`src/hw/rtl/mfpp_pkg.sv`:
```
// Shared types and constants for the marker framed packet parser.
// Holds the sync byte codes, parser phase codes and the result record.
// No dependencies.
`timescale 1ns / 1ps
`default_nettype none

package mfpp_pkg;

  // Sync pair that opens every packet
  localparam logic [7:0] SYNC_FIRST  = 8'h4D;
  localparam logic [7:0] SYNC_SECOND = 8'h50;

  // Header sizes in bytes
  localparam logic [3:0] NUMBER_BYTES = 4'd2;
  localparam logic [3:0] TIME_BYTES   = 4'd8;

  // Parser phase codes
  localparam int PHASE_W = 3;
  localparam logic [PHASE_W-1:0] PH_HUNT_M  = 3'd0;
  localparam logic [PHASE_W-1:0] PH_HUNT_P  = 3'd1;
  localparam logic [PHASE_W-1:0] PH_NUMBER  = 3'd2;
  localparam logic [PHASE_W-1:0] PH_TIME    = 3'd3;
  localparam logic [PHASE_W-1:0] PH_LENGTH  = 3'd4;
  localparam logic [PHASE_W-1:0] PH_PAYLOAD = 3'd5;

  // Depth of the result buffer (main plus spare entry)
  localparam int OUT_DEPTH = 2;

  // One result record
  typedef struct packed {
    logic [15:0] packet_number;
    logic [63:0] timestamp;
    logic [7:0]  payload_length;
    logic [7:0]  payload_byte;
    logic [7:0]  byte_index;
    logic        has_byte;
    logic        last_of_packet;
    logic        truncated;
  } result_t;

endpackage

`default_nettype wire

```
`src/hw/rtl/mfpp_parse_core.sv`:
```
// Byte-level parser: sync hunt, header collection and payload tagging.
// Updates its state on each accepted byte and presents at most one result.
// Depends on mfpp_pkg.
`timescale 1ns / 1ps
`default_nettype none

module mfpp_parse_core (
  input  wire logic               clk,
  input  wire logic               rst_n,
  input  wire logic               accept,
  input  wire logic [7:0]         data_byte,
  input  wire logic               end_of_message,
  output logic                    res_valid,
  output mfpp_pkg::result_t       res
);

  logic [mfpp_pkg::PHASE_W-1:0] phase_r, phase_nxt;
  logic [3:0]  count_r, count_nxt;
  logic [15:0] number_r, number_nxt;
  logic [63:0] time_r, time_nxt;
  logic [7:0]  length_r, length_nxt;
  logic [7:0]  pos_r, pos_nxt;

  logic       emit;
  logic       done;
  logic       last;
  logic       has;
  logic       last_flag;
  logic       trunc_flag;
  logic [7:0] out_byte;
  logic [7:0] out_index;

  // Work out next state and the result for the byte at the input
  always_comb begin
    phase_nxt  = phase_r;
    count_nxt  = count_r;
    number_nxt = number_r;
    time_nxt   = time_r;
    length_nxt = length_r;
    pos_nxt    = pos_r;
    emit       = 1'b0;
    done       = 1'b0;
    has        = 1'b0;
    last_flag  = 1'b0;
    trunc_flag = 1'b0;
    out_byte   = 8'd0;
    out_index  = 8'd0;
    last       = ({1'b0, pos_r} + 9'd1) >= {1'b0, length_r};

    case (phase_r)
      mfpp_pkg::PH_HUNT_M: begin
        if (data_byte == mfpp_pkg::SYNC_FIRST) begin
          phase_nxt = mfpp_pkg::PH_HUNT_P;
        end
      end
      mfpp_pkg::PH_HUNT_P: begin
        if (data_byte == mfpp_pkg::SYNC_SECOND) begin
          phase_nxt  = mfpp_pkg::PH_NUMBER;
          count_nxt  = 4'd0;
          number_nxt = 16'd0;
          time_nxt   = 64'd0;
          length_nxt = 8'd0;
          pos_nxt    = 8'd0;
        end else if (data_byte != mfpp_pkg::SYNC_FIRST) begin
          // a repeated first marker keeps the hunt armed
          phase_nxt = mfpp_pkg::PH_HUNT_M;
        end
      end
      mfpp_pkg::PH_NUMBER: begin
        number_nxt = {number_r[7:0], data_byte};
        count_nxt  = count_r + 4'd1;
        if (count_nxt >= mfpp_pkg::NUMBER_BYTES) begin
          phase_nxt = mfpp_pkg::PH_TIME;
          count_nxt = 4'd0;
        end
      end
      mfpp_pkg::PH_TIME: begin
        time_nxt  = {time_r[55:0], data_byte};
        count_nxt = count_r + 4'd1;
        if (count_nxt >= mfpp_pkg::TIME_BYTES) begin
          phase_nxt = mfpp_pkg::PH_LENGTH;
          count_nxt = 4'd0;
        end
      end
      mfpp_pkg::PH_LENGTH: begin
        length_nxt = data_byte;
        pos_nxt    = 8'd0;
        if (data_byte == 8'd0) begin
          // empty packet: one result without a byte
          emit      = 1'b1;
          done      = 1'b1;
          last_flag = 1'b1;
          phase_nxt = mfpp_pkg::PH_HUNT_M;
        end else begin
          phase_nxt = mfpp_pkg::PH_PAYLOAD;
        end
      end
      mfpp_pkg::PH_PAYLOAD: begin
        emit       = 1'b1;
        done       = 1'b1;
        has        = 1'b1;
        out_byte   = data_byte;
        out_index  = pos_r;
        last_flag  = last | end_of_message;
        trunc_flag = ~last & end_of_message;
        if (last) begin
          phase_nxt = mfpp_pkg::PH_HUNT_M;
        end else begin
          pos_nxt = pos_r + 8'd1;
        end
      end
      default: begin
        phase_nxt = mfpp_pkg::PH_HUNT_M;
      end
    endcase

    // End of message: flag a packet cut short, then hunt again
    if (end_of_message) begin
      if (!done && (phase_nxt inside {mfpp_pkg::PH_NUMBER, mfpp_pkg::PH_TIME,
                                      mfpp_pkg::PH_LENGTH, mfpp_pkg::PH_PAYLOAD})) begin
        emit       = 1'b1;
        has        = 1'b0;
        out_byte   = 8'd0;
        out_index  = 8'd0;
        last_flag  = 1'b1;
        trunc_flag = 1'b1;
      end
      phase_nxt = mfpp_pkg::PH_HUNT_M;
      count_nxt = 4'd0;
    end
  end

  // Present the result built from the updated header
  always_comb begin
    res_valid          = accept & emit;
    res.packet_number  = number_nxt;
    res.timestamp      = time_nxt;
    res.payload_length = length_nxt;
    res.payload_byte   = out_byte;
    res.byte_index     = out_index;
    res.has_byte       = has;
    res.last_of_packet = last_flag;
    res.truncated      = trunc_flag;
  end

  // Advance parser state on each accepted byte
  always_ff @(posedge clk) begin
    if (!rst_n) begin
      phase_r  <= mfpp_pkg::PH_HUNT_M;
      count_r  <= 4'd0;
      number_r <= 16'd0;
      time_r   <= 64'd0;
      length_r <= 8'd0;
      pos_r    <= 8'd0;
    end else if (accept) begin
      phase_r  <= phase_nxt;
      count_r  <= count_nxt;
      number_r <= number_nxt;
      time_r   <= time_nxt;
      length_r <= length_nxt;
      pos_r    <= pos_nxt;
    end
  end

endmodule

`default_nettype wire

```
`src/hw/rtl/mfpp_out_buf.sv`:
```
// Result register with a spare entry, so the parser keeps taking bytes
// while a finished result waits downstream. Depends on mfpp_pkg.
`timescale 1ns / 1ps
`default_nettype none

module mfpp_out_buf (
  input  wire logic               clk,
  input  wire logic               rst_n,
  input  wire logic               push_valid,
  output logic                    push_ready,
  input  wire mfpp_pkg::result_t  push_data,
  output logic                    pop_valid,
  input  wire logic               pop_ready,
  output mfpp_pkg::result_t       pop_data
);

  mfpp_pkg::result_t main_r;
  mfpp_pkg::result_t spare_r;
  logic main_valid_r;
  logic spare_valid_r;
  logic push;
  logic pop;

  assign push_ready = ~spare_valid_r;
  assign pop_valid  = main_valid_r;
  assign pop_data   = main_r;
  assign push       = push_valid & push_ready;
  assign pop        = main_valid_r & pop_ready;

  // Track occupancy of main and spare entries
  always_ff @(posedge clk) begin
    if (!rst_n) begin
      main_valid_r  <= 1'b0;
      spare_valid_r <= 1'b0;
    end else if (spare_valid_r) begin
      if (pop) begin
        spare_valid_r <= 1'b0;
      end
    end else if (push) begin
      if (main_valid_r && !pop) begin
        spare_valid_r <= 1'b1;
      end
      main_valid_r <= 1'b1;
    end else if (pop) begin
      main_valid_r <= 1'b0;
    end
  end

  // Move result records between entries
  always_ff @(posedge clk) begin
    if (spare_valid_r) begin
      if (pop) begin
        main_r <= spare_r;
      end
    end else if (push) begin
      if (!main_valid_r || pop) begin
        main_r <= push_data;
      end else begin
        spare_r <= push_data;
      end
    end
  end

endmodule

`default_nettype wire

```
`src/hw/rtl/marker_framed_packet_parser_unit.sv`:
```
// Marker framed packet parser: takes one byte per cycle while in_ready is
// high, hunts for the sync pair 'M','P', collects a 16-bit packet number, a
// 64-bit timestamp and a length byte, then tags each payload byte with the
// header. A new byte is accepted every cycle as long as the two-entry result
// buffer has room, and each result is registered in the buffer before it
// appears on the out_ port. The parser state register is updated once per
// accepted byte.
// Depends on mfpp_pkg, mfpp_parse_core and mfpp_out_buf.
`timescale 1ns / 1ps
`default_nettype none

module marker_framed_packet_parser_unit (
  input  wire logic        clk,
  input  wire logic        rst_n,
  input  wire logic        in_valid,
  output logic             in_ready,
  input  wire logic [7:0]  in_data_byte,
  input  wire logic        in_end_of_message,
  output logic             out_valid,
  input  wire logic        out_ready,
  output logic [15:0]      out_packet_number,
  output logic [63:0]      out_timestamp,
  output logic [7:0]       out_payload_length,
  output logic [7:0]       out_payload_byte,
  output logic [7:0]       out_byte_index,
  output logic             out_has_byte,
  output logic             out_last_of_packet,
  output logic             out_truncated
);

  logic              accept;
  logic              res_valid;
  mfpp_pkg::result_t res;
  mfpp_pkg::result_t out_rec;

  assign accept = in_valid & in_ready;

  // Parse the accepted byte
  mfpp_parse_core u_core (
    .clk            (clk),
    .rst_n          (rst_n),
    .accept         (accept),
    .data_byte      (in_data_byte),
    .end_of_message (in_end_of_message),
    .res_valid      (res_valid),
    .res            (res)
  );

  // Hold results until taken
  mfpp_out_buf u_buf (
    .clk        (clk),
    .rst_n      (rst_n),
    .push_valid (res_valid),
    .push_ready (in_ready),
    .push_data  (res),
    .pop_valid  (out_valid),
    .pop_ready  (out_ready),
    .pop_data   (out_rec)
  );

  assign out_packet_number  = out_rec.packet_number;
  assign out_timestamp      = out_rec.timestamp;
  assign out_payload_length = out_rec.payload_length;
  assign out_payload_byte   = out_rec.payload_byte;
  assign out_byte_index     = out_rec.byte_index;
  assign out_has_byte       = out_rec.has_byte;
  assign out_last_of_packet = out_rec.last_of_packet;
  assign out_truncated      = out_rec.truncated;

endmodule

`default_nettype wire

```
`config.mk`:
```
export PLATFORM = sky130hd
export DESIGN_NAME = marker_framed_packet_parser_unit
export DESIGN_NICKNAME = d
export VERILOG_FILES = /design/src/hw/rtl/mfpp_pkg.sv /design/src/hw/rtl/mfpp_parse_core.sv /design/src/hw/rtl/mfpp_out_buf.sv /design/src/hw/rtl/marker_framed_packet_parser_unit.sv
export SDC_FILE = /design/constraint.sdc
export NUM_CORES = 1
export LEC_CHECK = 0
export BUFFER_PORTS_ARGS = -buffer_cell sky130_fd_sc_hd__clkbuf_2
export CORE_MARGIN = 10
export CORE_UTILIZATION = 50
export CTS_CLUSTER_DIAMETER = 40
export DETAILED_ROUTE_END_ITERATION = 8
export GPL_TIMING_DRIVEN = 0
export PLACE_DENSITY = 0.72
export SLEW_MARGIN = 20
export SYNTH_ARGS = -nofsm -noshare
export SYNTH_HDL_FRONTEND = slang
export SYNTH_SLANG_ARGS = --single-unit
```
`constraint.sdc`:
```
create_clock -name clk -period 11.9 [get_ports clk]
set_input_delay 2.38 -clock clk [delete_from_list [all_inputs] [get_ports clk]]
set_output_delay 2.38 -clock clk [all_outputs]
set_load 0.03 [all_outputs]
```
==> key figures <==
Route
  • Wire per inst: ~20 um
  • DR vias: roughly 8500
  • Total Wirelength: roughly 30000 um
  • Starting DRT DRC Count: about 600
  • Antenna violation net count after detailed routing: 0
  • Iteration count of the initial detailed-routing pass: 5
  • DRC errors left: 0
  • Drt via density: around 5.6

Synth
  • Synth Area in XOR/XNOR: less than 1%
  • Post-synthesis cell type count: 63
  • Synth top cells by count: edfxtp_1, nor2_1, a22o_1, dfxtp_1, mux2_2
  • Post-synthesis adder-cell area fraction: less than 1%
  • Mux cell area share after synthesis: under 10%
  • Post-synthesis simple-gate area fraction: approximately 11%
  • Syn Area/Cell: 13.5 um^2
  • Leading area contributor after synthesis: edfxtp_1
  • Async SR Flop Fraction: 0%
  • Number of synthesized flops with an enable pin: between 200 and 250
  • Post-synthesis compound-gate area fraction: 11.3%
  • Largest family of logic cells by synthesized area: compound AO/OA/AOI/OAI gates
  • Synthesized flop and latch total: ~320
  • Syn Inst Count: 982
  • Leading register cell type out of synthesis: edfxtp_1
  • Count leader, synth: edfxtp_1
  • Syn nets: approximately 1000
  • Largest cells by area after synthesis: edfxtp_1, dfxtp_1, mux2_2
  • Total of warnings raised by yosys: 0
  • Register area share after synthesis: ~64%
  • Post-synthesis cell area: between 10000 and 15000 um^2
  • Yosys top cell area share: ~49%

Die
  • Core Box Area: roughly 26000 um^2
  • Initial Util: about 50%
  • Die W: between 150 and 200 um
  • Die height: around 180 um
  • Die ar.: between 30000 and 40000 um^2
  • Io pins: around 120
  • FP Rows: 59

Cells and area
  • Area Overhead vs Synth: 17.9%
  • Antenna Cells: 0
  • Fin nets: roughly 1200
  • Layout cell share with drive strength beyond 1: ~28%

STA
  • RSZ-0062 raised after global routing: false
  • Max-slew headroom: around 50%
  • Final min period: ~4.7 ns
  • Least-Margin Pin Slew: around 0.76 ns
  • Final setup fails: 0
  • Max Transition Viols Final: 0
  • Max Clk Rate: between 200 and 250 MHz
  • Setup ws final: roughly 7.2 ns
  • Setup TNS: 0 ns
  • Fin crit share: about 39%
  • Hold Violations, Final: 0
  • Clock Skew: approximately 0.013 ns

Clock tree
  • CTS Sinks: roughly 320
  • Clk buf depth: 3
  • Hold Buf Count CTS: 0
  • Worst-Skew Late Latency: approximately 0.53 ns
  • Num CTS Buffers: 39
  • CTS tree: yes
  • Clock root buffer: clkbuf_16
  • Post-CTS sizing: 0
  • H-tree depth: 2
  • Worst-path clk slew: roughly 0.060 ns
  • Post-CTS setup buffers: 0

Setup path
  • Startpoint types: input port
  • CP Data Required Time: 12.11 ns
  • Worst Path Arrival: roughly 5 ns
  • Worst-path maximum fanout: 33
  • WS Path Type: input port to flop
  • CP endpoint kind: flop

Pwr
  • VDD IR-drop max: between 0.1 and 0.15 mV
  • Pwr Total: roughly 2.4 mW
  • Power density cells: 156 nW/um^2
  • Pleak: between 6 and 7 nW

Global route
  • Largest net degree at the start of global routing: 47
  • Number of global-route vias before repair: approximately 8600
  • Total grt overflow: 0
  • GRT Overall Usage: 17.4%
  • Initial antenna violation count: 0
  • First-pass GRT wire length: 47500 um

Run status
  • Outcome: complete, no violations

Hold path
  • Hold Path Class: flop to flop

Place
  • Placer Congestion: approximately 0.82
  • Pre-CTS setup slack: slightly below 7 ns
  • I/O Buffers: roughly 120
  • DP Wirelength: 19900 um

Run
  • Max Cap Viol: 0
## cells in the final DEF, fill, tap and decap left out, types with 6 or more instances in the layout
master     count
a21boi_0      10
a21o_1         7
a21oi_1        8
a22o_1       111
and3_1        21
buf_2         12
clkbuf_1      55
clkbuf_16     41
clkbuf_2     115
clkinv_2       6
dfxtp_1      105
edfxtp_1     214
ha_1          10
inv_1         11
inv_6         10
mux2_2       104
nand2_1       34
nor2_1       120
nor2b_1       11
nor3b_1       56
o21ai_0        6
## layer usage
| metal | up-vias | track usage (%) | wire, um |
|---|---|---|---|
| li1 | 4025 | - | - |
| met4 | 0 | 5.73 | 615 |
| met2 | 244 | 27.5 | 13900 |
| met5 | - | 0 | 0 |
| met1 | 4188 | 23.6 | 13500 |
| met3 | 40 | 3.37 | 1670 |
## state kept, by name, summed over array words and instances, names as in the netlist
name and cells:
u_core.count_r 4, u_buf.pop_valid 1, u_core.phase_r 3, u_core.number_r 16
u_core.length_r 8, u_buf.pop_data 107, u_core.pos_r 8, u_core.time_r 64
u_buf.spare_valid_r 1, u_buf.spare_r 107
## power by group
part / switching [mW] / leakage, nW / total [mW] / internal, mW
sequential: 0.0108 / 2.79 / 1.20 / 1.19
combinational: 0.0497 / 2.66 / 0.0854 / 0.0357
clock: 0.476 / 0.617 / 1.14 / 0.667
total: 0.537 / 6.06 / 2.43 / 1.89
## worst paths after layout
check / start / end / slack (ns) / cells after the start
max reg2reg: u_core.pos_r[0]$_SDFFE_PN0P_ / u_buf.pop_data[61]$_DFFE_PP_ / 8.06 / 12
max: in_data_byte[2] / u_buf.pop_data[61]$_DFFE_PP_ / 7.24 / 8
min: u_core.number_r[10]$_SDFFE_PN0P_ / u_core.number_r[10]$_SDFFE_PN0P_ / 0.48 / 1
min reg2reg: u_core.number_r[10]$_SDFFE_PN0P_ / u_core.number_r[10]$_SDFFE_PN0P_ / 0.48 / 1
## kinds of logic after synthesis
| family | count (synthesis) |
|---|---|
| flip-flops | 319 |
| AND/OR/NAND/NOR | 281 |
| AO/OA/AOI/OAI | 177 |
| multiplexers | 106 |
| buffers and inverters | 83 |
| adder cells (fa/ha/maj) | 10 |
| XOR/XNOR | 6 |
## final cells by class
| cell class | count | area [um^2] |
|---|---|---|
| Multi-Input combinational cell | 580 | 4370 |
| Fill cell | 2081 | 10500 |
| Timing Repair Buffer | 120 | 683 |
| Sequential cell | 319 | 8530 |
| Clock inverter | 24 | 201 |
| Clock buffer | 48 | 1050 |
| Tap cell | 335 | 419 |
| Inverter | 12 | 45.0 |
| Buffer | 71 | 312 |
## stage by stage
stage	hold slack, ns	utilization (%)	instance area [um^2]	cells
after floorplan	0.450	-	13200	982
after CTS	0.483	59.9	15600	1509
after global routing	0.502	59.9	15600	1509
after global placement	0.462	54.6	14200	1432
after detailed placement	0.464	55.1	14400	1437
final	0.482	59.9	15600	1509
## critical path: stages
cell and delay [ns]:
clkbuf_1 0.27, nor4_4 0.24, a31oi_1 0.15, a311oi_1 0.58, nand2_1 0.11, nand2_1 0.20
o31a_2 0.61, buf_12 0.28
Note: power is estimated with default switching activity, not from simulation.
